`src/hw/rtl/vopf_pkg.sv`:
```
package vopf_pkg;

    localparam int ChanW  = 8;
    localparam int RowW   = 16;
    localparam int ColW   = 11;
    localparam int FwW    = 12;
    localparam int FhW    = 16;
    localparam int CfgW   = 16;
    localparam int CfgIdxW = 1;

    localparam logic [CfgIdxW-1:0] CFG_FRAME_WIDTH  = 1'b0;
    localparam logic [CfgIdxW-1:0] CFG_FRAME_HEIGHT = 1'b1;

    localparam logic [FwW-1:0] FRAME_WIDTH_RST  = 12'd640;
    localparam logic [FhW-1:0] FRAME_HEIGHT_RST = 16'd480;

    typedef struct packed {
        logic [ChanW-1:0] red;
        logic [ChanW-1:0] green;
        logic [ChanW-1:0] blue;
    } pix_t;

    typedef struct packed {
        logic one_row;
        logic last_row;
        logic row_ge1;
        logic row_ge2;
    } flags_t;

    typedef struct packed {
        pix_t            pix;
        logic [RowW-1:0] row;
    } res_t;

    typedef struct packed {
        logic has_a;
        logic has_b;
        res_t a;
        res_t b;
    } pair_t;

endpackage

```
`src/hw/rtl/vopf_out.sv`:
```
module vopf_out #(
    parameter int MAX_WIDTH = 2048,
    localparam int CW = (MAX_WIDTH > 1) ? $clog2(MAX_WIDTH) : 1
) (
    input  logic                        aclk,
    input  logic                        aresetn,
    input  logic                        p2_valid,
    input  logic [CW-1:0]               p2_col,
    input  vopf_pkg::pair_t             p2_pair,
    output logic                        adv,
    output logic                        m_valid,
    input  logic                        m_ready,
    output logic [vopf_pkg::ChanW-1:0]  m_blue_out,
    output logic [vopf_pkg::ChanW-1:0]  m_green_out,
    output logic [vopf_pkg::ChanW-1:0]  m_red_out,
    output logic [vopf_pkg::RowW-1:0]   m_out_row,
    output logic [vopf_pkg::ColW-1:0]   m_out_col,
    output logic                        m_last_of_run
);

    logic              p3_valid_reg;
    logic              phase_reg, phase_next;
    vopf_pkg::pair_t   p3_pair_reg;
    logic [CW-1:0]     p3_col_reg;

    logic              show_a, done;
    vopf_pkg::res_t    shown;

    always_comb begin
        show_a = p3_pair_reg.has_a && !phase_reg;
        done   = m_ready && (!show_a || !p3_pair_reg.has_b);
        adv    = !p3_valid_reg || done;
        shown  = show_a ? p3_pair_reg.a : p3_pair_reg.b;

        phase_next = phase_reg;
        if (adv) begin
            phase_next = 1'b0;
        end else if (m_ready && show_a) begin
            phase_next = 1'b1;
        end
    end

    always_ff @(posedge aclk) begin
        if (!aresetn) begin
            p3_valid_reg <= 1'b0;
            phase_reg    <= 1'b0;
        end else begin
            phase_reg <= phase_next;
            if (adv) begin
                p3_valid_reg <= p2_valid && (p2_pair.has_a || p2_pair.has_b);
            end
        end
    end

    always_ff @(posedge aclk) begin
        if (adv) begin
            p3_pair_reg <= p2_pair;
            p3_col_reg  <= p2_col;
        end
    end

    assign m_valid       = p3_valid_reg;
    assign m_blue_out    = shown.pix.blue;
    assign m_green_out   = shown.pix.green;
    assign m_red_out     = shown.pix.red;
    assign m_out_row     = shown.row;
    assign m_out_col     = vopf_pkg::ColW'(p3_col_reg);
    assign m_last_of_run = !show_a || !p3_pair_reg.has_b;

endmodule

```
`config.mk`:
```
export PLATFORM = sky130hd
export DESIGN_NAME = vopf_out
export DESIGN_NICKNAME = d
export VERILOG_FILES = /design/src/hw/rtl/vopf_pkg.sv /design/src/hw/rtl/vopf_out.sv
export SDC_FILE = /design/constraint.sdc
export NUM_CORES = 1
export LEC_CHECK = 0
export BUFFER_PORTS_ARGS = -buffer_cell sky130_fd_sc_hd__buf_2
export CAP_MARGIN = 20
export CORE_MARGIN = 3
export CORE_UTILIZATION = 51
export CTS_CLUSTER_DIAMETER = 120
export CTS_CLUSTER_SIZE = 24
export DETAILED_ROUTE_END_ITERATION = 6
export PLACE_DENSITY = 0.86
export SETUP_SLACK_MARGIN = 0.4
export SLEW_MARGIN = 10
export SYNTH_ARGS = -nofsm -noshare
export SYNTH_HDL_FRONTEND = slang
export SYNTH_SLANG_ARGS = --single-unit
```
`constraint.sdc`:
```
create_clock -name aclk -period 5.4 [get_ports aclk]
set_input_delay 0.54 -clock aclk [delete_from_list [all_inputs] [get_ports aclk]]
set_output_delay 0.54 -clock aclk [all_outputs]
set_load 0.02 [all_outputs]
```
==> impl_metrics.xml, run 1 <==
<?xml version="1.0" encoding="UTF-8"?>
<metrics>
  <group name="placed_design">
    <metric name="gpl.final_weighted_congestion" unit="">0.744</metric>
    <metric name="placedCellCount" unit="">389</metric>
    <metric name="portBuffers" unit="">150</metric>
    <metric name="dp.final_hpwl" unit="um">4780</metric>
    <metric name="placement.cell_area" unit="um2">4390</metric>
  </group>
  <group name="clocking">
    <metric name="cts_tree" unit="">done</metric>
    <metric name="root_buffer" unit="">sky130_fd_sc_hd__clkbuf_8</metric>
    <metric name="clock_latency_on_the_worst_skew_pair" unit="ns">0.35</metric>
    <metric name="cts.reportedPaths.clkPinSlew" unit="ns">0.09</metric>
    <metric name="cts.sink_count" unit="">95</metric>
    <metric name="cts_max_level" unit="">3</metric>
    <metric name="post_cts_resize_count" unit="">0</metric>
    <metric name="cts_hold_buffers" unit="">0</metric>
    <metric name="post_cts_buffers" unit="">0</metric>
    <metric name="cts.path.max_buffers" unit="">2</metric>
    <metric name="tritoncts.num_buffers" unit="">9</metric>
  </group>
  <group name="drt">
    <metric name="routed_via_count" unit="">1879</metric>
    <metric name="final_antenna_net_count" unit="">0</metric>
    <metric name="average_wire_per_standard_cell" unit="um">15.9</metric>
    <metric name="drt-vias-per-instance" unit="">4.64</metric>
    <metric name="detail_route.first_pass.iterations" unit="">4</metric>
    <metric name="detail_route.iter0.violations" unit="">61</metric>
    <metric name="drt-total-wl" unit="um">6440</metric>
    <metric name="route.detailed.drc" unit="">0</metric>
  </group>
  <group name="global_routing">
    <metric name="grt_antenna_before_repair" unit="">0</metric>
    <metric name="globalRouteTotalUtil" unit="">0.156</metric>
    <metric name="grt_start_max_net_pins" unit="">52</metric>
    <metric name="grt_pass1_vias" unit="">1886</metric>
    <metric name="grt_first_pass_wirelength" unit="um">8910</metric>
    <metric name="overflow_after_grt" unit="">0</metric>
  </group>
  <group name="die">
    <metric name="floorplan.die.width" unit="um">89.5</metric>
    <metric name="core-area" unit="um2">6570</metric>
    <metric name="die_h" unit="um">89.5</metric>
    <metric name="placementRows" unit="">29</metric>
    <metric name="die-area" unit="um2">8010</metric>
    <metric name="initial_cell_density_of_the_core" unit="">0.541</metric>
    <metric name="ioPinCount" unit="">151</metric>
  </group>
  <group name="run">
    <metric name="cap_viol_max_count" unit="">0</metric>
  </group>
  <group name="synthesis">
    <metric name="mappedNetlistArea" unit="um2">3560</metric>
    <metric name="synth_area_per_inst" unit="um2">23.9</metric>
    <metric name="synthesis.instances" unit="">149</metric>
    <metric name="yosys_warnings" unit="">0</metric>
    <metric name="yosysSeqAreaShare" unit="">0.797</metric>
    <metric name="synth.top_cell.area_share" unit="">0.785</metric>
    <metric name="synthDominantAreaCellType" unit="">sky130_fd_sc_hd__edfxtp_1</metric>
    <metric name="ys_seq_elements" unit="">95</metric>
    <metric name="synth_fp_nets" unit="">246</metric>
    <metric name="post_synth_num_cell_types" unit="">12</metric>
    <metric name="netlist_top_cells_area" unit="">sky130_fd_sc_hd__edfxtp_1 79%, sky130_fd_sc_hd__mux2_4 17%, sky130_fd_sc_hd__buf_6 1.3%, sky130_fd_sc_hd__dfxtp_1 1.1%, sky130_fd_sc_hd__nand3b_1 0.42%</metric>
  </group>
  <group name="final_layout">
    <metric name="finish.cell_count_without_fillers" unit="">405</metric>
    <metric name="postLayoutCellArea" unit="um2">4580</metric>
    <metric name="storage_element_area" unit="um2">2830</metric>
    <metric name="n_antenna_cell" unit="">0</metric>
    <metric name="area.growth.synth_to_final" unit="%">28.8</metric>
    <metric name="multi_input_area" unit="um2">684</metric>
    <metric name="number_of_flip_flops_in_the_largest_register" unit="">82</metric>
    <metric name="layout-drive-gt1-share" unit="">0.663</metric>
    <metric name="fillerInstances" unit="">441</metric>
    <metric name="final_net_count" unit="">404</metric>
  </group>
  <group name="critical_path">
    <metric name="type_of_the_setup_path_with_the_least_slack" unit="">flip-flop to primary output</metric>
    <metric name="worstPathArrival" unit="ns">1.94</metric>
    <metric name="worstReg2RegEnd" unit="">p3_pair_reg[51]$_DFFE_PP_</metric>
    <metric name="critPathLaunchType" unit="">flip-flop</metric>
    <metric name="cp_data_required_time" unit="ns">4.86</metric>
    <metric name="slack_of_the_worst_reg_to_reg_path" unit="ns">3.20</metric>
    <metric name="timing.critical_path.fanout_max" unit="">40</metric>
    <metric name="reg2reg_depth" unit="">3</metric>
    <metric name="critical_path.endpoint_type" unit="">primary output</metric>
    <metric name="r2r_start" unit="">p3_pair_reg[81]$_DFFE_PP_</metric>
  </group>
  <group name="timing">
    <metric name="hold_viol_final" unit="">0</metric>
    <metric name="tightestPinTransition" unit="ns">0.770</metric>
    <metric name="report.final.slew_viol_count" unit="">0</metric>
    <metric name="final-setup-viol-count" unit="">0</metric>
    <metric name="finalCritPeriodShare" unit="">0.459</metric>
    <metric name="post-route-min-period" unit="ns">2.48</metric>
    <metric name="timing.max_slew.rel_slack" unit="">0.486</metric>
    <metric name="post_route_setup_tns" unit="ns">0</metric>
    <metric name="rsz0062_at_grt" unit="">no</metric>
    <metric name="skew" unit="ns">0.0112</metric>
    <metric name="fmax" unit="MHz">403</metric>
  </group>
  <group name="hold_path">
    <metric name="min_to" unit="">p3_pair_reg[77]$_DFFE_PP_</metric>
    <metric name="worst_hold_path.num_cells" unit="">1</metric>
    <metric name="hold_start" unit="">p2_pair[77]</metric>
    <metric name="min_path_type" unit="">primary input to flip-flop</metric>
  </group>
  <group name="power">
    <metric name="worst_case_vdd_ir_drop" unit="V">0.000234</metric>
    <metric name="power_leakage" unit="nW">2.01</metric>
    <metric name="p_per_area" unit="nW/um2">347</metric>
  </group>
  <group name="status">
    <metric name="result_of_the_run" unit="">finished clean</metric>
  </group>
</metrics>
-- cell usage after synthesis, drive strengths merged --
| cell type | number |
|---|---|
| nand2 | 1 |
| a21bo | 1 |
| buf | 4 |
| nand4b | 1 |
| a21oi | 1 |
| o211ai | 2 |
| edfxtp | 93 |
| dfxtp | 2 |
| nand3b | 2 |
| nand2b | 2 |
| mux2 | 40 |
-- cells by family (layout without fill, tap and decap cells) --
logic type             after synthesis  in the layout  share of synthesized area
AO/OA/AOI/OAI                        4              4                    0.00844
multiplexers                        40             40                      0.169
AND/OR/NAND/NOR                      6              6                     0.0134
flip-flops                          95             95                      0.797
buffers and inverters                4            167                     0.0127
-- cell type report --
class / instances / area share
sequential: 95 / 0.619
clock inverter: 7 / 0.0139
multi-input combinational: 50 / 0.149
tap: 93 / 0.0254
clock buffer: 9 / 0.0270
timing repair buffer: 151 / 0.166
-- how the worst max path moves through the flow --
stage,start,to,depth (start not counted)
2_1_floorplan,p3_pair_reg[81]$_DFFE_PP_,adv,2
3_5_place_dp,m_ready,p3_pair_reg[59]$_DFFE_PP_,3
3_3_place_gp,m_ready,p3_pair_reg[18]$_DFFE_PP_,3
6_report,p3_pair_reg[81]$_DFFE_PP_,m_green_out[5],3
5_1_grt,p3_pair_reg[81]$_DFFE_PP_,m_green_out[5],3
4_1_cts,p3_pair_reg[81]$_DFFE_PP_,m_green_out[1],3
-- metrics by stage --
| stage | hold WS (ns) | util | total power [mW] | worst slack, ns |
|---|---|---|---|---|
| 2_1_floorplan | 0.463 | - | 1.08 | 2.80 |
| 3_3_place_gp | 0.485 | 0.669 | 1.17 | 3.25 |
| 3_5_place_dp | 0.496 | 0.669 | 1.18 | 3.17 |
| 4_1_cts | 0.347 | 0.697 | 1.61 | 2.88 |
| 5_1_grt | 0.329 | 0.697 | 1.66 | 2.80 |
| 6_report | 0.362 | 0.697 | 1.59 | 2.92 |
-- layout by cell type (no fill, tap or decap) --
cell and count:
sky130_fd_sc_hd__buf_2 150, sky130_fd_sc_hd__edfxtp_1 93, sky130_fd_sc_hd__mux2_4 40, sky130_fd_sc_hd__clkbuf_8 9
sky130_fd_sc_hd__nand3b_1 2, sky130_fd_sc_hd__o211ai_1 2, sky130_fd_sc_hd__clkinv_2 2, sky130_fd_sc_hd__clkinv_1 2
sky130_fd_sc_hd__dfxtp_1 2, sky130_fd_sc_hd__a21bo_4 1, sky130_fd_sc_hd__nand2b_4 1, sky130_fd_sc_hd__nand2_1 1
sky130_fd_sc_hd__nand4b_1 1, sky130_fd_sc_hd__nand2b_1 1, sky130_fd_sc_hd__a21oi_1 1, sky130_fd_sc_hd__bufinv_16 1
sky130_fd_sc_hd__clkinv_4 1, sky130_fd_sc_hd__clkinvlp_4 1, sky130_fd_sc_hd__buf_4 1
-- critical path: stages (launching register included) --
cell,delay (ns)
sky130_fd_sc_hd__edfxtp_1,0.45
sky130_fd_sc_hd__nand2b_4,0.61
sky130_fd_sc_hd__mux2_4,0.36
sky130_fd_sc_hd__buf_2,0.16
-- routing by layer --
layer / part of all wire / vias up / global-route usage / routed length [um]
li1: - / 910 / - / -
met1: 0.35 / 901 / 0.168 / 2290
met2: 0.58 / 66 / 0.281 / 3710
met3: 0.063 / 2 / 0.0581 / 407
met4: 0.0048 / 0 / 0.0528 / 31
met5: 0 / - / 0 / 0
-- power by group --
part	switching [mW]	internal [mW]	total (mW)	leakage, nW
clock network	0.224	0.210	0.434	0.0941
logic	0.135	0.119	0.254	0.943
registers	0.0176	0.883	0.900	0.977
total	0.377	1.21	1.59	2.01
Note: power is estimated with default switching activity, not from simulation.
==> inputs of run 2 (changes only) <==
--- a/config.mk
+++ b/config.mk
@@ -8,11 +8,11 @@
 export BUFFER_PORTS_ARGS = -buffer_cell sky130_fd_sc_hd__buf_2
 export CAP_MARGIN = 20
 export CORE_MARGIN = 3
-export CORE_UTILIZATION = 51
+export CORE_UTILIZATION = 43
 export CTS_CLUSTER_DIAMETER = 120
 export CTS_CLUSTER_SIZE = 24
 export DETAILED_ROUTE_END_ITERATION = 6
-export PLACE_DENSITY = 0.86
+export PLACE_DENSITY = 0.77
 export SETUP_SLACK_MARGIN = 0.4
 export SLEW_MARGIN = 10
 export SYNTH_ARGS = -nofsm -noshare
==> constraint.sdc (replaced) <==
create_clock -name aclk -period 2.1 [get_ports aclk]
set_input_delay 0.21 -clock aclk [delete_from_list [all_inputs] [get_ports aclk]]
set_output_delay 0.21 -clock aclk [all_outputs]
set_load 0.02 [all_outputs]
==> run 2 against run 1 <==
Against the previous run:
- critical path depth grew 2
- clock power grew to 3.5 times the previous value
- flip-flop and latch count is the same
- wire length grew 20%
- clock skew shrank 0.0050 ns
- die area grew 17%
- final area grew 13%
- clock-buffer cell count is the same
- sequential share of layout area shrank 7.3 points
- power grew to 3.0 times the previous value
- first-iteration DRC count grew 6.6%
- critical path type unchanged
- largest cell class unchanged
==> impl_metrics.xml, run 2 (synthesized netlist as in run 1, its figures left out) <==
<?xml version="1.0" encoding="UTF-8"?>
<metrics>
  <group name="die">
    <metric name="core-area" unit="um2">7890</metric>
    <metric name="placementRows" unit="">32</metric>
    <metric name="ioPinCount" unit="">151</metric>
    <metric name="floorplan.die.width" unit="um">96.9</metric>
    <metric name="die-area" unit="um2">9400</metric>
    <metric name="die_h" unit="um">96.9</metric>
    <metric name="initial_cell_density_of_the_core" unit="">0.451</metric>
  </group>
  <group name="final_layout">
    <metric name="fillerInstances" unit="">563</metric>
    <metric name="final_net_count" unit="">427</metric>
    <metric name="area.growth.synth_to_final" unit="%">46.0</metric>
    <metric name="storage_element_area" unit="um2">2830</metric>
    <metric name="n_antenna_cell" unit="">0</metric>
    <metric name="layout-drive-gt1-share" unit="">0.690</metric>
    <metric name="layout.cells.most_common" unit="">sky130_fd_sc_hd__buf_2</metric>
    <metric name="layout.cells.most_common_list" unit="">117 x sky130_fd_sc_hd__buf_2, 93 x sky130_fd_sc_hd__edfxtp_1, 40 x sky130_fd_sc_hd__mux2_4, 36 x sky130_fd_sc_hd__buf_6, 10 x sky130_fd_sc_hd__buf_4</metric>
    <metric name="multi_input_area" unit="um2">708</metric>
    <metric name="number_of_flip_flops_in_the_largest_register" unit="">82</metric>
  </group>
  <group name="drt">
    <metric name="detail_route.first_pass.iterations" unit="">4</metric>
    <metric name="route.detailed.drc" unit="">0</metric>
    <metric name="drt-total-wl" unit="um">7710</metric>
    <metric name="final_antenna_net_count" unit="">0</metric>
    <metric name="drt-vias-per-instance" unit="">4.76</metric>
    <metric name="routed_via_count" unit="">2080</metric>
    <metric name="detail_route.iter0.violations" unit="">65</metric>
    <metric name="average_wire_per_standard_cell" unit="um">17.6</metric>
  </group>
  <group name="timing">
    <metric name="post_route_setup_tns" unit="ns">0</metric>
    <metric name="hold_viol_final" unit="">0</metric>
    <metric name="tightestPinTransition" unit="ns">0.275</metric>
    <metric name="post-route-min-period" unit="ns">1.88</metric>
    <metric name="skew" unit="ns">0.00622</metric>
    <metric name="report.final.slew_viol_count" unit="">0</metric>
    <metric name="final-setup-viol-count" unit="">0</metric>
    <metric name="finalCritPeriodShare" unit="">0.894</metric>
    <metric name="rsz0062_at_grt" unit="">yes</metric>
    <metric name="fmax" unit="MHz">532</metric>
    <metric name="timing.max_slew.rel_slack" unit="">0.817</metric>
  </group>
  <group name="critical_path">
    <metric name="critPathLaunchType" unit="">flip-flop</metric>
    <metric name="r2r_start" unit="">p3_pair_reg[81]$_DFFE_PP_</metric>
    <metric name="crit_path_start" unit="">p3_pair_reg[81]$_DFFE_PP_</metric>
    <metric name="critical_path.endpoint_type" unit="">primary output</metric>
    <metric name="cp_data_required_time" unit="ns">1.89</metric>
    <metric name="type_of_the_setup_path_with_the_least_slack" unit="">flip-flop to primary output</metric>
    <metric name="timing.critical_path.fanout_max" unit="">6</metric>
    <metric name="worstPathArrival" unit="ns">1.67</metric>
  </group>
  <group name="clocking">
    <metric name="tritoncts.num_buffers" unit="">9</metric>
    <metric name="cts.path.max_buffers" unit="">2</metric>
    <metric name="cts_max_level" unit="">3</metric>
    <metric name="clock_latency_on_the_worst_skew_pair" unit="ns">0.34</metric>
    <metric name="cts_tree" unit="">done</metric>
    <metric name="cts.reportedPaths.clkPinSlew" unit="ns">0.09</metric>
    <metric name="cts_hold_buffers" unit="">0</metric>
    <metric name="root_buffer" unit="">sky130_fd_sc_hd__clkbuf_8</metric>
    <metric name="cts.sink_count" unit="">95</metric>
  </group>
  <group name="power">
    <metric name="worst_case_vdd_ir_drop" unit="V">0.000421</metric>
    <metric name="post-layout-total-power" unit="mW">4.73</metric>
    <metric name="p_per_area" unit="nW/um2">911</metric>
    <metric name="power_leakage" unit="nW">2.28</metric>
  </group>
  <group name="global_routing">
    <metric name="grt_first_pass_wirelength" unit="um">11800</metric>
    <metric name="grt_pass1_vias" unit="">2266</metric>
    <metric name="grt_antenna_before_repair" unit="">0</metric>
    <metric name="globalRouteTotalUtil" unit="">0.164</metric>
    <metric name="overflow_after_grt" unit="">0</metric>
    <metric name="grt_start_max_net_pins" unit="">33</metric>
  </group>
  <group name="placed_design">
    <metric name="dp.final_hpwl" unit="um">5290</metric>
    <metric name="portBuffers" unit="">150</metric>
    <metric name="gpl.final_weighted_congestion" unit="">0.783</metric>
  </group>
  <group name="hold_path">
    <metric name="min_path_type" unit="">primary input to flip-flop</metric>
    <metric name="hold_start" unit="">p2_pair[13]</metric>
  </group>
  <group name="run">
    <metric name="cap_viol_max_count" unit="">0</metric>
  </group>
  <group name="status">
    <metric name="result_of_the_run" unit="">finished clean</metric>
  </group>
</metrics>
run 2: cell count changes in the layout (fill, tap and decap cells not counted), moves of 2 or more:
cell / previous run / this run
sky130_fd_sc_hd__buf_2: 150 / 117
sky130_fd_sc_hd__buf_6: 0 / 36
sky130_fd_sc_hd__buf_16: 0 / 2
sky130_fd_sc_hd__inv_6: 0 / 2
sky130_fd_sc_hd__clkinv_2: 2 / 0
sky130_fd_sc_hd__buf_4: 1 / 10
sky130_fd_sc_hd__bufinv_16: 1 / 4
sky130_fd_sc_hd__buf_12: 0 / 6
run 2: layout make-up:
type                            instances  share of cell area
Clock inverter                          7              0.0272
Tap cell                              102              0.0246
Multi-Input combinational cell         52               0.136
Timing Repair Buffer                  172               0.242
Sequential cell                        95               0.546
Clock buffer                            9              0.0239
run 2: final timing paths:
path                                             endpoint  slack, ns  depth (start not counted)
worst min-delay path            p3_pair_reg[13]$_DFFE_PP_       0.04                          1
worst max-delay path                       m_green_out[3]       0.22                          5
worst min register to register     phase_reg$_SDFFE_PP0P_       0.53                          2
worst max register to register  p3_pair_reg[26]$_DFFE_PP_       0.54                          4
run 2: repair_timing:
item | CTS | global route
gates resized for setup | 74 | 0
cloned | 4 | 0
setup buffers | 12 | 1
pin swaps | 2 | 0
endpoints found under the setup margin | 41 | 40
run 2: metrics by stage:
| step | util | area (um2) | setup slack, ns | hold WS, ns | instances |
|---|---|---|---|---|---|
| global placement | 0.570 | 4500 | 0.435 | 0.386 | 404 |
| finish | 0.658 | 5190 | 0.222 | 0.0374 | 437 |
| CTS | 0.657 | 5180 | 0.201 | 0.0129 | 436 |
| detailed placement | 0.570 | 4500 | 0.391 | 0.388 | 404 |
| global route | 0.658 | 5190 | 0.149 | 0.00621 | 437 |
| floorplan | - | 3560 | 0.128 | 0.309 | 149 |
run 2: metal layers:
layer | GRT usage | up-vias | part of all wire
met5 | 0 | - | 0
met4 | 0.0724 | 0 | 0.023
met3 | 0.0339 | 14 | 0.058
met2 | 0.288 | 95 | 0.53
met1 | 0.195 | 1009 | 0.39
li1 | - | 962 | -
run 2: critical path, cell delays in order (launching register included):
cell,delay [ns]
sky130_fd_sc_hd__edfxtp_1,0.48
sky130_fd_sc_hd__nand2b_4,0.15
sky130_fd_sc_hd__buf_12,0.14
sky130_fd_sc_hd__buf_12,0.13
sky130_fd_sc_hd__mux2_4,0.30
sky130_fd_sc_hd__buf_6,0.13
run 2: where the power goes:
part | leakage (nW) | switching (mW) | total (mW) | internal (mW)
clock | 0.132 | 0.602 | 1.52 | 0.916
sequential | 0.977 | 0.0501 | 2.32 | 2.27
combinational | 1.17 | 0.405 | 0.892 | 0.487
total | 2.28 | 1.06 | 4.73 | 3.67
==> inputs of run 3 (changes only) <==
--- a/config.mk
+++ b/config.mk
@@ -8,11 +8,12 @@
 export BUFFER_PORTS_ARGS = -buffer_cell sky130_fd_sc_hd__buf_2
 export CAP_MARGIN = 20
 export CORE_MARGIN = 3
-export CORE_UTILIZATION = 43
+export CORE_UTILIZATION = 44
+export CTS_BUF_LIST = sky130_fd_sc_hd__clkbuf_4 sky130_fd_sc_hd__clkbuf_8
 export CTS_CLUSTER_DIAMETER = 120
 export CTS_CLUSTER_SIZE = 24
 export DETAILED_ROUTE_END_ITERATION = 6
-export PLACE_DENSITY = 0.77
+export PLACE_DENSITY = 0.79
 export SETUP_SLACK_MARGIN = 0.4
 export SLEW_MARGIN = 10
 export SYNTH_ARGS = -nofsm -noshare
==> run 3 against run 2 <==
Against the previous run:
- worst hold slack lost 0.0018 ns
- largest cell class unchanged
- critical path depth shrank 1
- clock skew rose by 0.00056 ns
- sequential power hardly changed
- largest power group unchanged
- first-iteration DRC count fell by 40%
==> impl_metrics.xml, run 3 (synthesized netlist as in run 1, its figures left out) <==
<?xml version="1.0" encoding="UTF-8"?>
<metrics>
  <group name="die">
    <metric name="die_h" unit="um">95.9</metric>
    <metric name="initial_cell_density_of_the_core" unit="">0.458</metric>
    <metric name="floorplan.die.width" unit="um">95.9</metric>
    <metric name="core-area" unit="um2">7770</metric>
    <metric name="die-area" unit="um2">9200</metric>
    <metric name="placementRows" unit="">32</metric>
    <metric name="ioPinCount" unit="">151</metric>
  </group>
  <group name="timing">
    <metric name="hold_viol_final" unit="">0</metric>
    <metric name="post_route_setup_tns" unit="ns">0</metric>
    <metric name="timing.max_slew.rel_slack" unit="">0.861</metric>
    <metric name="finalCritPeriodShare" unit="">0.874</metric>
    <metric name="fmax" unit="MHz">545</metric>
    <metric name="tightestPinTransition" unit="ns">0.209</metric>
    <metric name="rsz0062_at_grt" unit="">yes</metric>
    <metric name="final-setup-viol-count" unit="">0</metric>
    <metric name="skew" unit="ns">0.00678</metric>
    <metric name="post-route-min-period" unit="ns">1.84</metric>
    <metric name="report.final.slew_viol_count" unit="">0</metric>
  </group>
  <group name="drt">
    <metric name="drt-vias-per-instance" unit="">4.65</metric>
    <metric name="route.detailed.drc" unit="">0</metric>
    <metric name="detail_route.first_pass.iterations" unit="">4</metric>
    <metric name="final_antenna_net_count" unit="">0</metric>
    <metric name="routed_via_count" unit="">1987</metric>
    <metric name="detail_route.iter0.violations" unit="">39</metric>
    <metric name="drt-total-wl" unit="um">7030</metric>
    <metric name="average_wire_per_standard_cell" unit="um">16.5</metric>
  </group>
  <group name="final_layout">
    <metric name="layout.cells.most_common_list" unit="">150 x sky130_fd_sc_hd__buf_2, 93 x sky130_fd_sc_hd__edfxtp_1, 40 x sky130_fd_sc_hd__mux2_4, 10 x sky130_fd_sc_hd__buf_4, 9 x sky130_fd_sc_hd__clkbuf_8</metric>
    <metric name="n_antenna_cell" unit="">0</metric>
    <metric name="final_net_count" unit="">418</metric>
    <metric name="final_core_occ" unit="">0.610</metric>
    <metric name="number_of_flip_flops_in_the_largest_register" unit="">82</metric>
    <metric name="layout.cells.most_common" unit="">sky130_fd_sc_hd__buf_2</metric>
    <metric name="postLayoutCellArea" unit="um2">4740</metric>
    <metric name="fillerInstances" unit="">600</metric>
    <metric name="area.growth.synth_to_final" unit="%">33.3</metric>
    <metric name="layout-drive-gt1-share" unit="">0.683</metric>
  </group>
  <group name="clocking">
    <metric name="cts.sink_count" unit="">95</metric>
    <metric name="clock_latency_on_the_worst_skew_pair" unit="ns">0.34</metric>
    <metric name="cts.path.max_buffers" unit="">2</metric>
    <metric name="cts_tree" unit="">done</metric>
    <metric name="cts_hold_buffers" unit="">0</metric>
    <metric name="tritoncts.num_buffers" unit="">9</metric>
    <metric name="cts.reportedPaths.clkPinSlew" unit="ns">0.09</metric>
    <metric name="cts_max_level" unit="">3</metric>
    <metric name="root_buffer" unit="">sky130_fd_sc_hd__clkbuf_8</metric>
  </group>
  <group name="global_routing">
    <metric name="overflow_after_grt" unit="">0</metric>
    <metric name="grt_start_max_net_pins" unit="">39</metric>
    <metric name="grt_use_met2" unit="">0.266</metric>
    <metric name="grt_first_pass_wirelength" unit="um">9830</metric>
    <metric name="top_usage_layer" unit="">met2</metric>
    <metric name="globalRouteTotalUtil" unit="">0.146</metric>
    <metric name="grt_pass1_vias" unit="">1985</metric>
    <metric name="grt_antenna_before_repair" unit="">0</metric>
    <metric name="met3_usage" unit="">0.0641</metric>
    <metric name="grt_util_met1" unit="">0.154</metric>
  </group>
  <group name="placed_design">
    <metric name="placement.cell_area" unit="um2">4480</metric>
    <metric name="gpl.final_weighted_congestion" unit="">0.661</metric>
    <metric name="portBuffers" unit="">150</metric>
    <metric name="dp.final_hpwl" unit="um">5280</metric>
  </group>
  <group name="power">
    <metric name="post-layout-total-power" unit="mW">4.05</metric>
    <metric name="worst_case_vdd_ir_drop" unit="V">0.000466</metric>
    <metric name="p_per_area" unit="nW/um2">854</metric>
    <metric name="power_leakage" unit="nW">2.09</metric>
  </group>
  <group name="critical_path">
    <metric name="type_of_the_setup_path_with_the_least_slack" unit="">flip-flop to primary output</metric>
    <metric name="timing.critical_path.fanout_max" unit="">9</metric>
    <metric name="worstPathArrival" unit="ns">1.63</metric>
    <metric name="critical_path.endpoint_type" unit="">primary output</metric>
    <metric name="critPathLaunchType" unit="">flip-flop</metric>
    <metric name="cp_data_required_time" unit="ns">1.89</metric>
  </group>
  <group name="hold_path">
    <metric name="min_path_type" unit="">primary input to flip-flop</metric>
  </group>
  <group name="status">
    <metric name="result_of_the_run" unit="">finished clean</metric>
  </group>
  <group name="run">
    <metric name="cap_viol_max_count" unit="">0</metric>
  </group>
</metrics>
-- run 3: changes by cell type in the layout (fill, tap and decap cells not counted) --
cell / before / now
sky130_fd_sc_hd__clkinv_4: 0 / 1
sky130_fd_sc_hd__bufinv_16: 4 / 0
sky130_fd_sc_hd__nand2b_4: 2 / 1
sky130_fd_sc_hd__clkbuf_16: 0 / 1
sky130_fd_sc_hd__clkbuf_4: 0 / 1
sky130_fd_sc_hd__buf_16: 2 / 0
sky130_fd_sc_hd__clkinv_1: 1 / 0
sky130_fd_sc_hd__clkinvlp_4: 0 / 3
sky130_fd_sc_hd__inv_6: 2 / 0
sky130_fd_sc_hd__buf_12: 6 / 3
sky130_fd_sc_hd__clkinv_2: 0 / 1
sky130_fd_sc_hd__buf_2: 117 / 150
sky130_fd_sc_hd__a21bo_2: 1 / 0
sky130_fd_sc_hd__buf_6: 36 / 0
-- run 3: metal layers --
metal | share of wire | routed length [um] | vias to the layer above
li1 | - | - | 939
met1 | 0.37 | 2570 | 953
met2 | 0.53 | 3740 | 93
met3 | 0.099 | 696 | 2
met4 | 0.0036 | 25 | 0
met5 | 0 | 0 | -
-- run 3: final timing paths --
path                        startpoint                endpoint  depth (start not counted)  slack (ns)
max          p3_pair_reg[81]$_DFFE_PP_           m_out_row[10]                          4        0.26
min                          p2_col[8]  m_out_col[8]$_DFFE_PP_                          1        0.04
max reg2reg  p3_pair_reg[81]$_DFFE_PP_  m_out_col[3]$_DFFE_PP_                          4        0.58
min reg2reg     phase_reg$_SDFFE_PP0P_  phase_reg$_SDFFE_PP0P_                          2        0.52
-- run 3: power breakdown --
part | switching [mW] | total (mW) | internal [mW]
Combinational | 0.356 | 0.704 | 0.348
Sequential | 0.0483 | 2.32 | 2.27
Clock | 0.590 | 1.03 | 0.437
-- run 3: worst max-delay path, stage by stage (launching register included) --
cell and delay [ns]:
sky130_fd_sc_hd__edfxtp_1 0.45, sky130_fd_sc_hd__nand2b_4 0.18, sky130_fd_sc_hd__clkbuf_16 0.20, sky130_fd_sc_hd__mux2_4 0.29, sky130_fd_sc_hd__buf_2 0.16
-- run 3: area by class of cell --
| cell class | count | area, um2 | area share |
|---|---|---|---|
| timing repair buffer | 165 | 926 | 0.195 |
| sequential | 95 | 2830 | 0.598 |
| clock buffer | 10 | 131 | 0.0277 |
| multi-input combinational | 50 | 684 | 0.144 |
| clock inverter | 5 | 36.3 | 0.00766 |
| tap | 102 | 128 | 0.0269 |
-- run 3: repair_timing --
action / CTS / global route
pin swaps: 0 / 1
setup buffers: 3 / 5
resized for setup: 2 / 0
setup endpoints to repair: 40 / 41
cloned: 0 / 1
-- run 3: through the flow --
stage / setup WS (ns) / cells / hold slack [ns]
floorplan: 0.128 / 149 / 0.309
global placement: 0.521 / 403 / 0.387
detailed placement: 0.472 / 403 / 0.388
CTS: 0.215 / 421 / 0.0157
global route: 0.158 / 427 / 0.00578
finish: 0.265 / 427 / 0.0356
